## src/rtl/core/acdfa_pkg.sv

```systemverilog
`timescale 1ns / 1ps
// Shared types and constants for the Aho-Corasick DFA scan block.
// Used by acdfa_front, acdfa_queue, acdfa_back and aho_corasick_dfa_scan.
package acdfa_pkg;

   // Default table sizes
   localparam int DEF_MAX_STATES    = 1024;
   localparam int DEF_MATCH_ENTRIES = 4096;
   localparam int DEF_MAX_MATCHES   = 16;
   localparam int DEF_ALPHABET      = 256;

   // Depth of the request queue between front and back
   localparam int QUEUE_DEPTH = 4;

   // Fixed-point shift for the reciprocal used in the match index wrap
   localparam int RECIP_SHIFT = 24;

   // Field widths
   localparam int STATE_W = 10;
   localparam int SYM_W   = 8;
   localparam int DEPTH_W = 8;
   localparam int START_W = 12;
   localparam int MCNT_W  = 5;
   localparam int PAT_W   = 10;
   localparam int DIST_W  = 9;
   localparam int RANK_W  = 6;

   typedef enum logic [1:0] {
      OP_WR_TRANS = 2'd0,
      OP_WR_INFO  = 2'd1,
      OP_WR_MATCH = 2'd2,
      OP_SCAN     = 2'd3
   } op_type;

   // Request as it sits in the queue
   typedef struct packed {
      op_type              op;
      logic                lookup_ok;
      logic [STATE_W-1:0]  state_index;
      logic [SYM_W-1:0]    byte_value;
      logic [STATE_W-1:0]  target_state;
      logic [DEPTH_W-1:0]  depth_value;
      logic [START_W-1:0]  match_start;
      logic [MCNT_W-1:0]   match_count;
      logic [PAT_W-1:0]    pattern_id;
      logic                check_depth;
      logic [DIST_W-1:0]   distance;
      logic [RANK_W-1:0]   rank;
   } cmd_type;

   // One state-info entry
   typedef struct packed {
      logic [DEPTH_W-1:0]  depth;
      logic [START_W-1:0]  start;
      logic [MCNT_W-1:0]   count;
   } info_type;

   // One result
   typedef struct packed {
      logic [STATE_W-1:0]  next_state;
      logic                rejected;
      logic                hit;
      logic [PAT_W-1:0]    match_pattern;
      logic [RANK_W-1:0]   result_rank;
      logic                last;
   } rsp_type;

   // Queue status seen by front, back and top
   typedef struct packed {
      logic full;
      logic empty;
   } queue_status_type;

   typedef enum logic [2:0] {
      BK_IDLE,
      BK_TRANS,
      BK_INFO,
      BK_MODQ,
      BK_MODF,
      BK_EMIT
   } back_state_type;

endpackage

```

## src/rtl/core/acdfa_queue.sv

```systemverilog
`timescale 1ns / 1ps
// Small request queue between the front and back parts.
// Depends on acdfa_pkg for the request type.
module acdfa_queue #(
   parameter int DEPTH = acdfa_pkg::QUEUE_DEPTH
) (
   input  logic                        clock,
   input  logic                        reset,
   input  logic                        wr_en,
   input  acdfa_pkg::cmd_type          wr_data,
   input  logic                        rd_en,
   output acdfa_pkg::cmd_type          rd_data,
   output acdfa_pkg::queue_status_type status
);

   localparam int PTR_W = (DEPTH > 1) ? $clog2(DEPTH) : 1;
   localparam int CNT_W = $clog2(DEPTH + 1);

   acdfa_pkg::cmd_type slot_ff [DEPTH];
   logic [PTR_W-1:0]   wr_ptr_ff, wr_ptr_in;
   logic [PTR_W-1:0]   rd_ptr_ff, rd_ptr_in;
   logic [CNT_W-1:0]   count_ff, count_in;
   logic               do_wr, do_rd;

   // Qualify the handshake against the fill level
   always_comb begin
      status.full  = (32'(count_ff) == DEPTH);
      status.empty = (count_ff == '0);
      do_wr        = wr_en && !status.full;
      do_rd        = rd_en && !status.empty;
      rd_data      = slot_ff[rd_ptr_ff];
   end

   // Advance pointers and fill count
   always_comb begin
      wr_ptr_in = wr_ptr_ff;
      rd_ptr_in = rd_ptr_ff;
      count_in  = count_ff;
      if (do_wr) begin
         wr_ptr_in = (32'(wr_ptr_ff) == DEPTH - 1) ? '0 : wr_ptr_ff + 1'b1;
      end
      if (do_rd) begin
         rd_ptr_in = (32'(rd_ptr_ff) == DEPTH - 1) ? '0 : rd_ptr_ff + 1'b1;
      end
      if (do_wr && !do_rd) begin
         count_in = count_ff + 1'b1;
      end else if (do_rd && !do_wr) begin
         count_in = count_ff - 1'b1;
      end
   end

   always_ff @(posedge clock) begin
      if (reset) begin
         wr_ptr_ff <= '0;
         rd_ptr_ff <= '0;
         count_ff  <= '0;
      end else begin
         wr_ptr_ff <= wr_ptr_in;
         rd_ptr_ff <= rd_ptr_in;
         count_ff  <= count_in;
      end
   end

   // Hold stored requests
   always_ff @(posedge clock) begin
      if (do_wr) begin
         slot_ff[wr_ptr_ff] <= wr_data;
      end
   end

endmodule

```

## config.mk

```make
export PLATFORM = sky130hd
export DESIGN_NAME = acdfa_queue
export DESIGN_NICKNAME = d
export VERILOG_FILES = /design/src/rtl/core/acdfa_pkg.sv /design/src/rtl/core/acdfa_queue.sv
export SDC_FILE = /design/constraint.sdc
export NUM_CORES = 1
export LEC_CHECK = 0
export ABC_AREA = 1
export BUFFER_PORTS_ARGS = -buffer_cell sky130_fd_sc_hd__buf_2
export CORE_MARGIN = 3
export CORE_UTILIZATION = 57
export DETAILED_ROUTE_END_ITERATION = 6
export GPL_ROUTABILITY_DRIVEN = 1
export GPL_TIMING_DRIVEN = 1
export HOLD_SLACK_MARGIN = 0.1
export MAX_ROUTING_LAYER = met4
export PLACE_DENSITY = 0.8
export SLEW_MARGIN = 20
export SYNTH_ARGS = -nofsm -noshare
export SYNTH_HDL_FRONTEND = slang
export SYNTH_SLANG_ARGS = --single-unit
```

## constraint.sdc

```tcl
create_clock -name clock -period 5.5 [get_ports clock]
set_input_delay 0.275 -clock clock [delete_from_list [all_inputs] [get_ports clock]]
set_output_delay 0.275 -clock clock [all_outputs]
set_load 0.02 [all_outputs]
```

Word-level counts from Yosys, hierarchy flattened. Memory sizes are Yosys's and may differ from the RTL's. A register that Yosys moved wholly into a read port is not among the register bits. Cells that the tools add are included.

Word-level logic and storage cells: 29. Memories: 1. Output and inout port bits: 84. Flip-flop bits (word level): 7. Bits in writable memories: 328. ROM bits: 0. Latch bits: 0.

Reductions and logical operators: 10. Bitwise operators: 0. Equal/unequal tests: 3. Add/subtract/negate cells: 4. Multiply operators: 0. Shift-type cells: 0. Order comparisons: 0. Multiplexer cells: 8. Divide/modulo/power cells: 0.

Memory list: slot_ff (depth 4, bits a word 82, read ports 1, clocked after Yosys merged registers in 1, write ports 1, line acdfa_queue.sv:19) `acdfa_pkg::cmd_type slot_ff [DEPTH];`.

Operators with widths (count): 2-to-1 mux 2 bit (4); 2-to-1 mux 3 bit (2); adder 2 x 1 -> 2 bit, second input constant (2); == test 2 bit, second input constant (2); logical AND 1 bit (4); logical NOT 1 bit (4); adder 3 x 1 -> 3 bit, second input constant (1); == test 3 bit, second input constant (1); logical NOT 3 bit (1); subtractor 3 x 1 -> 3 bit, second input constant (1); 2-to-1 mux 1 bit (2); nonzero test 2 bit (1).

Longest topological paths before layout.
Depth after elaboration: 7. Depth in mapped cells: 13.

Worst setup path before layout. No wires, ideal clock.

Kind: register -> register. From: register count_ff[0]. To: memory slot_ff[0][0] (netlist name) (enable). Clock period less this slack: 4635 ps. Cell stages (with the launch flop): 5. Path slack: 865 ps. Library setup time: 523 ps. Buffers on the path: 0. Data arrival time: 4112 ps. Data required time: 4977 ps. Path through: dfxtp_1 -> nor2_1 -> nand2_1 -> nand2_1 -> nor2_1.

Longest elaborated chain between the ends: 5.

RTL lines: from (decl) (line acdfa_queue.sv:22) `logic [CNT_W-1:0] count_ff, count_in;`; from (signal assigned) (line acdfa_queue.sv:60) `count_ff <= count_in;`; == test 3 bit (line acdfa_queue.sv:27) `status.full = (32'(count_ff) == DEPTH);`; logical NOT 1 bit (line acdfa_queue.sv:29) `do_wr = wr_en && !status.full;`; logical AND 1 bit (line acdfa_queue.sv:29); 2-to-1 mux 1 bit (line acdfa_queue.sv:66) `if (do_wr) begin`; 2-to-1 mux 1 bit (implied by the code) (line acdfa_queue.sv:67) `slot_ff[wr_ptr_ff] <= wr_data;`; to (decl) (line acdfa_queue.sv:19).

No other way between the ends.

==> metrics.md <==
| Metric | Value |
|---|---|
| Power Density | `approximately 500 mW/mm2` |
| Mean Syn Cell Area | `approximately 15 um2` |
| Clock skew | `approximately 0.013 ns` |
| Fraction of synthesized area in multiplexers | `0` |
| Crit end category | `primary output` |
| MaxCap Viol Count | `0` |
| Final hold vios | `0` |
| Multi-input gate area | `0.002326 mm2` |
| CP Data Required Time | `~5.2 ns` |
| # fillers | `1,359` |
| Die area | `between 0.02 and 0.025 mm2` |
| Synth Instances | `about 860` |
| Die Height | `between 150 and 200 um` |
| Detailed Routing Iterations Pass 1 | `5` |
| Area Overhead vs Synth | `22.72%` |
| Share of layout cells above drive strength 1 | `0.2326` |
| Worst-path cell chain | `inv_6 -> buf_4 -> nor2_1 -> o22ai_1 -> buf_2` |
| Starting Density | `0.5828` |
| Final #Nets | `1,206` |
| Total GRT Usage | `0.2329` |
| Mapped Area | `0.01276 mm2` |
| Type of the most critical hold path | `in -> reg` |
| TritonCTS clock tree | `done` |
| Post-synthesis compound-gate area fraction | `0.1120` |
| Clock transition at the registers of the reported paths | `~0.06 ns` |
| Worst slew margin | `0.3933` |
| Fin crit period | `approximately 3.4 ns` |
| Synth unique cells | `25` |
| Initial antenna violation count | `0` |
| WP data arrival | `approximately 3.2 ns` |
| Clk_lat worst skew | `0.49 ns` |
| CTS H-Tree Depth | `2` |
| DP Cell Count | `1,272` |
| FP Rows | `54` |
| Clk root buf | `clkbuf_16` |
| Cell Count, Final, Fillers Out | `around 1,400` |
| Reg area | `0.01003 mm2` |
| Total negative slack | `0 ns` |
| Setup Buffers After CTS | `0` |
| Adder-cell share of the synthesized area | `0.007454` |
| Post-synthesis xor/xnor area fraction | `0.0006865` |
| Worst-case vdd ir drop | `about 0.00040 V` |
| Antenna Nets Post-Route | `0` |
| Gr ovfl total | `0` |
| Max-slew violation count | `0` |
| Initial DRC count | `between 600 and 700` |
| Final wirelength | `27.97 mm` |
| Critical path class | `reg -> out` |
| Final Power | `between 0.007 and 0.008 W` |
| CTS Buf Count | `34` |
| Ys Warns | `0` |
| Vias in the first global route | `roughly 8,200` |
| Fin util | `0.7152` |
| Global-route wire length before repair | `43.15 mm` |
| WP buf/inv | `3` |
| Worst Max-Slew Pin Slew | `0.9101 ns` |
| Synth Area in Simple Gates | `0.05983` |
| Top delay family on crit path | `buffers and inverters` |
| Pre-CTS setup slack | `~2.6 ns` |
| Total core area | `0.02189 mm2` |
| Final WS setup | `between 2 and 2.5 ns` |
| Io pins | `170` |
| Main combinational cell family by area after synthesis | `compound AO/OA/AOI/OAI gates` |
| IO Port Bufs | `169` |
| F_max | `approximately 0.29 GHz` |
| CP Launch Type | `flip-flop` |
| Fin crit share | `0.6261` |
| Run status | `finished, final reports clean` |
| Largest net degree at the start of global routing | `between 100 and 150` |
| Vias | `~8,000` |
| Worst path slowest cell | `inv_6` |
| Clock Path Buffers | `3` |
| Final HPWL DP | `around 14 mm` |
| Seq/Total Area, Yosys | `0.7862` |
| RSZ-0062 raised after global routing | `no` |
| Vias per cell | `roughly 5.7` |
| CTS Sinks | `around 340` |
| Die width | `155.6 um` |
| Wire per inst | `roughly 20 um` |
| Post-Syn Nets | `957` |
| Leakage | `approximately 5.6 nW` |
| Crit-path max cell delay | `0.74 ns` |
| Max Fanout on Critical Path | `around 110` |
| DRC viols | `0` |
| Final setup fails | `0` |
| Gpl congestion | `0.7774` |
| Flops & latches, synth | `between 300 and 400` |
-- worst register-to-register path, cell delays in order, from the launching register on --
cell and delay, ns:
dfxtp_1 0.34, nor2_1 0.18, nand2_1 0.15, nand2_1 0.42
inv_1 0.09, ha_1 0.23, inv_1 0.09, fa_1 0.41
o21ai_0 0.17, nor2_1 0.06
-- through the flow --
| stage | instance area, um2 | hold WS [ns] |
|---|---|---|
| 3_5_place_dp | 13720 | 0.4523 |
| 6_report | 15660 | 0.4869 |
| 4_1_cts | 15650 | 0.4705 |
| 5_1_grt | 15650 | 0.4974 |
| 3_3_place_gp | 13720 | 0.4481 |
| 2_1_floorplan | 12760 | 0.3474 |
-- cell families after synthesis --
kind of cell / Yosys count
DFF: 337
adders and majority gates: 7
AOI/OAI and AO/OA: 249
and+or+nand+nor: 199
xor gates and xnor gates: 1
buffers and inverters: 71
-- sequential cells by signal, summed over array words and instances (netlist names), named ones only --
name       count
slot_ff      328
count_ff       3
rd_ptr_ff      2
wr_ptr_ff      2
-- cells in the mapped netlist --
| master | instances | area share |
|---|---|---|
| edfxtp_1 | 328 | 0.77 |
| ha_1 | 6 | 0.0059 |
| o21ai_1 | 62 | 0.024 |
| nand3b_1 | 2 | 0.0012 |
| inv_4 | 1 | 0.00049 |
| a21oi_1 | 2 | 0.00078 |
| inv_2 | 1 | 0.00029 |
| buf_2 | 18 | 0.0071 |
| nand4_1 | 1 | 0.00049 |
| o22ai_2 | 2 | 0.0020 |
| dfxtp_1 | 9 | 0.014 |
| inv_1 | 16 | 0.0047 |
| o22ai_1 | 80 | 0.039 |
| buf_12 | 1 | 0.0016 |
| xor2_1 | 1 | 0.00069 |
| nand2_1 | 14 | 0.0041 |
| clkbuf_1 | 14 | 0.0041 |
| nand3_1 | 1 | 0.00039 |
| o21ai_2 | 18 | 0.012 |
| nor2_1 | 179 | 0.053 |
| fa_1 | 1 | 0.0016 |
| nor2_2 | 2 | 0.00098 |
| o21ai_0 | 85 | 0.033 |
| buf_6 | 13 | 0.011 |
| buf_4 | 7 | 0.0041 |
-- metal layers --
metal  track usage  routed length [um]  up-vias
met5             -                   0        -
met4       0.08337                 669        0
met3       0.04078                2048       67
met2        0.3751               13990      375
met1        0.3041               11270     3940
li1              -                   -     3740
-- path summary, 6_finish.rpt --
check / start / to / slack [ns] / cells after the start
max: flip-flop / rd_data[61] / 2.06 / 5
min: reset / count_ff[0] / 0.49 / 3
max reg2reg: count_ff[1] / count_ff[1] / 3.26 / 9
min reg2reg: count_ff[1] / count_ff[1] / 0.54 / 2
-- cells in the final DEF (no fill, tap or decap), types with 2 or more instances in the layout --
cell type      count
dfxtp_1            7
o22ai_1           80
o21ai_1           62
clkbuf_16         37
nor2_1           175
buf_4             12
clkbuf_1           3
a21oi_1            2
nand2_1           14
dlygate4sd3_1     85
edfxtp_1         328
inv_1             16
bufinv_16          2
o22ai_2            2
o21ai_0           85
clkinv_2          12
nor2_2             2
inv_6              2
nand3b_1           2
ha_1               6
buf_2            169
clkinv_1           2
nor2_4             4
o21ai_2           18
-- final cells by class --
class / instances / share of cell area
diodes: 1 / 0.0001598
clock buffers: 40 / 0.05986
clock inverters: 18 / 0.009270
inverters: 18 / 0.004715
multi-input cells: 456 / 0.1486
flip-flops and latches: 337 / 0.6409
well taps: 280 / 0.02238
repair buffers: 266 / 0.1141
-- power by group --
group	internal [W]	switching (W)	total, W	leakage, nW
sequential	0.00313	0.000133	0.00327	3.08
combinational	0.000697	0.00162	0.00231	1.99
clock	0.00131	0.000903	0.00222	0.543
-- timing repair --
item                                   4_1_cts  5_1_grt
gates resized for setup                      0        0
endpoints found under the hold margin      331        0
hold buffers                                85        0
No activity file was read; power rests on OpenSTA's default activity.
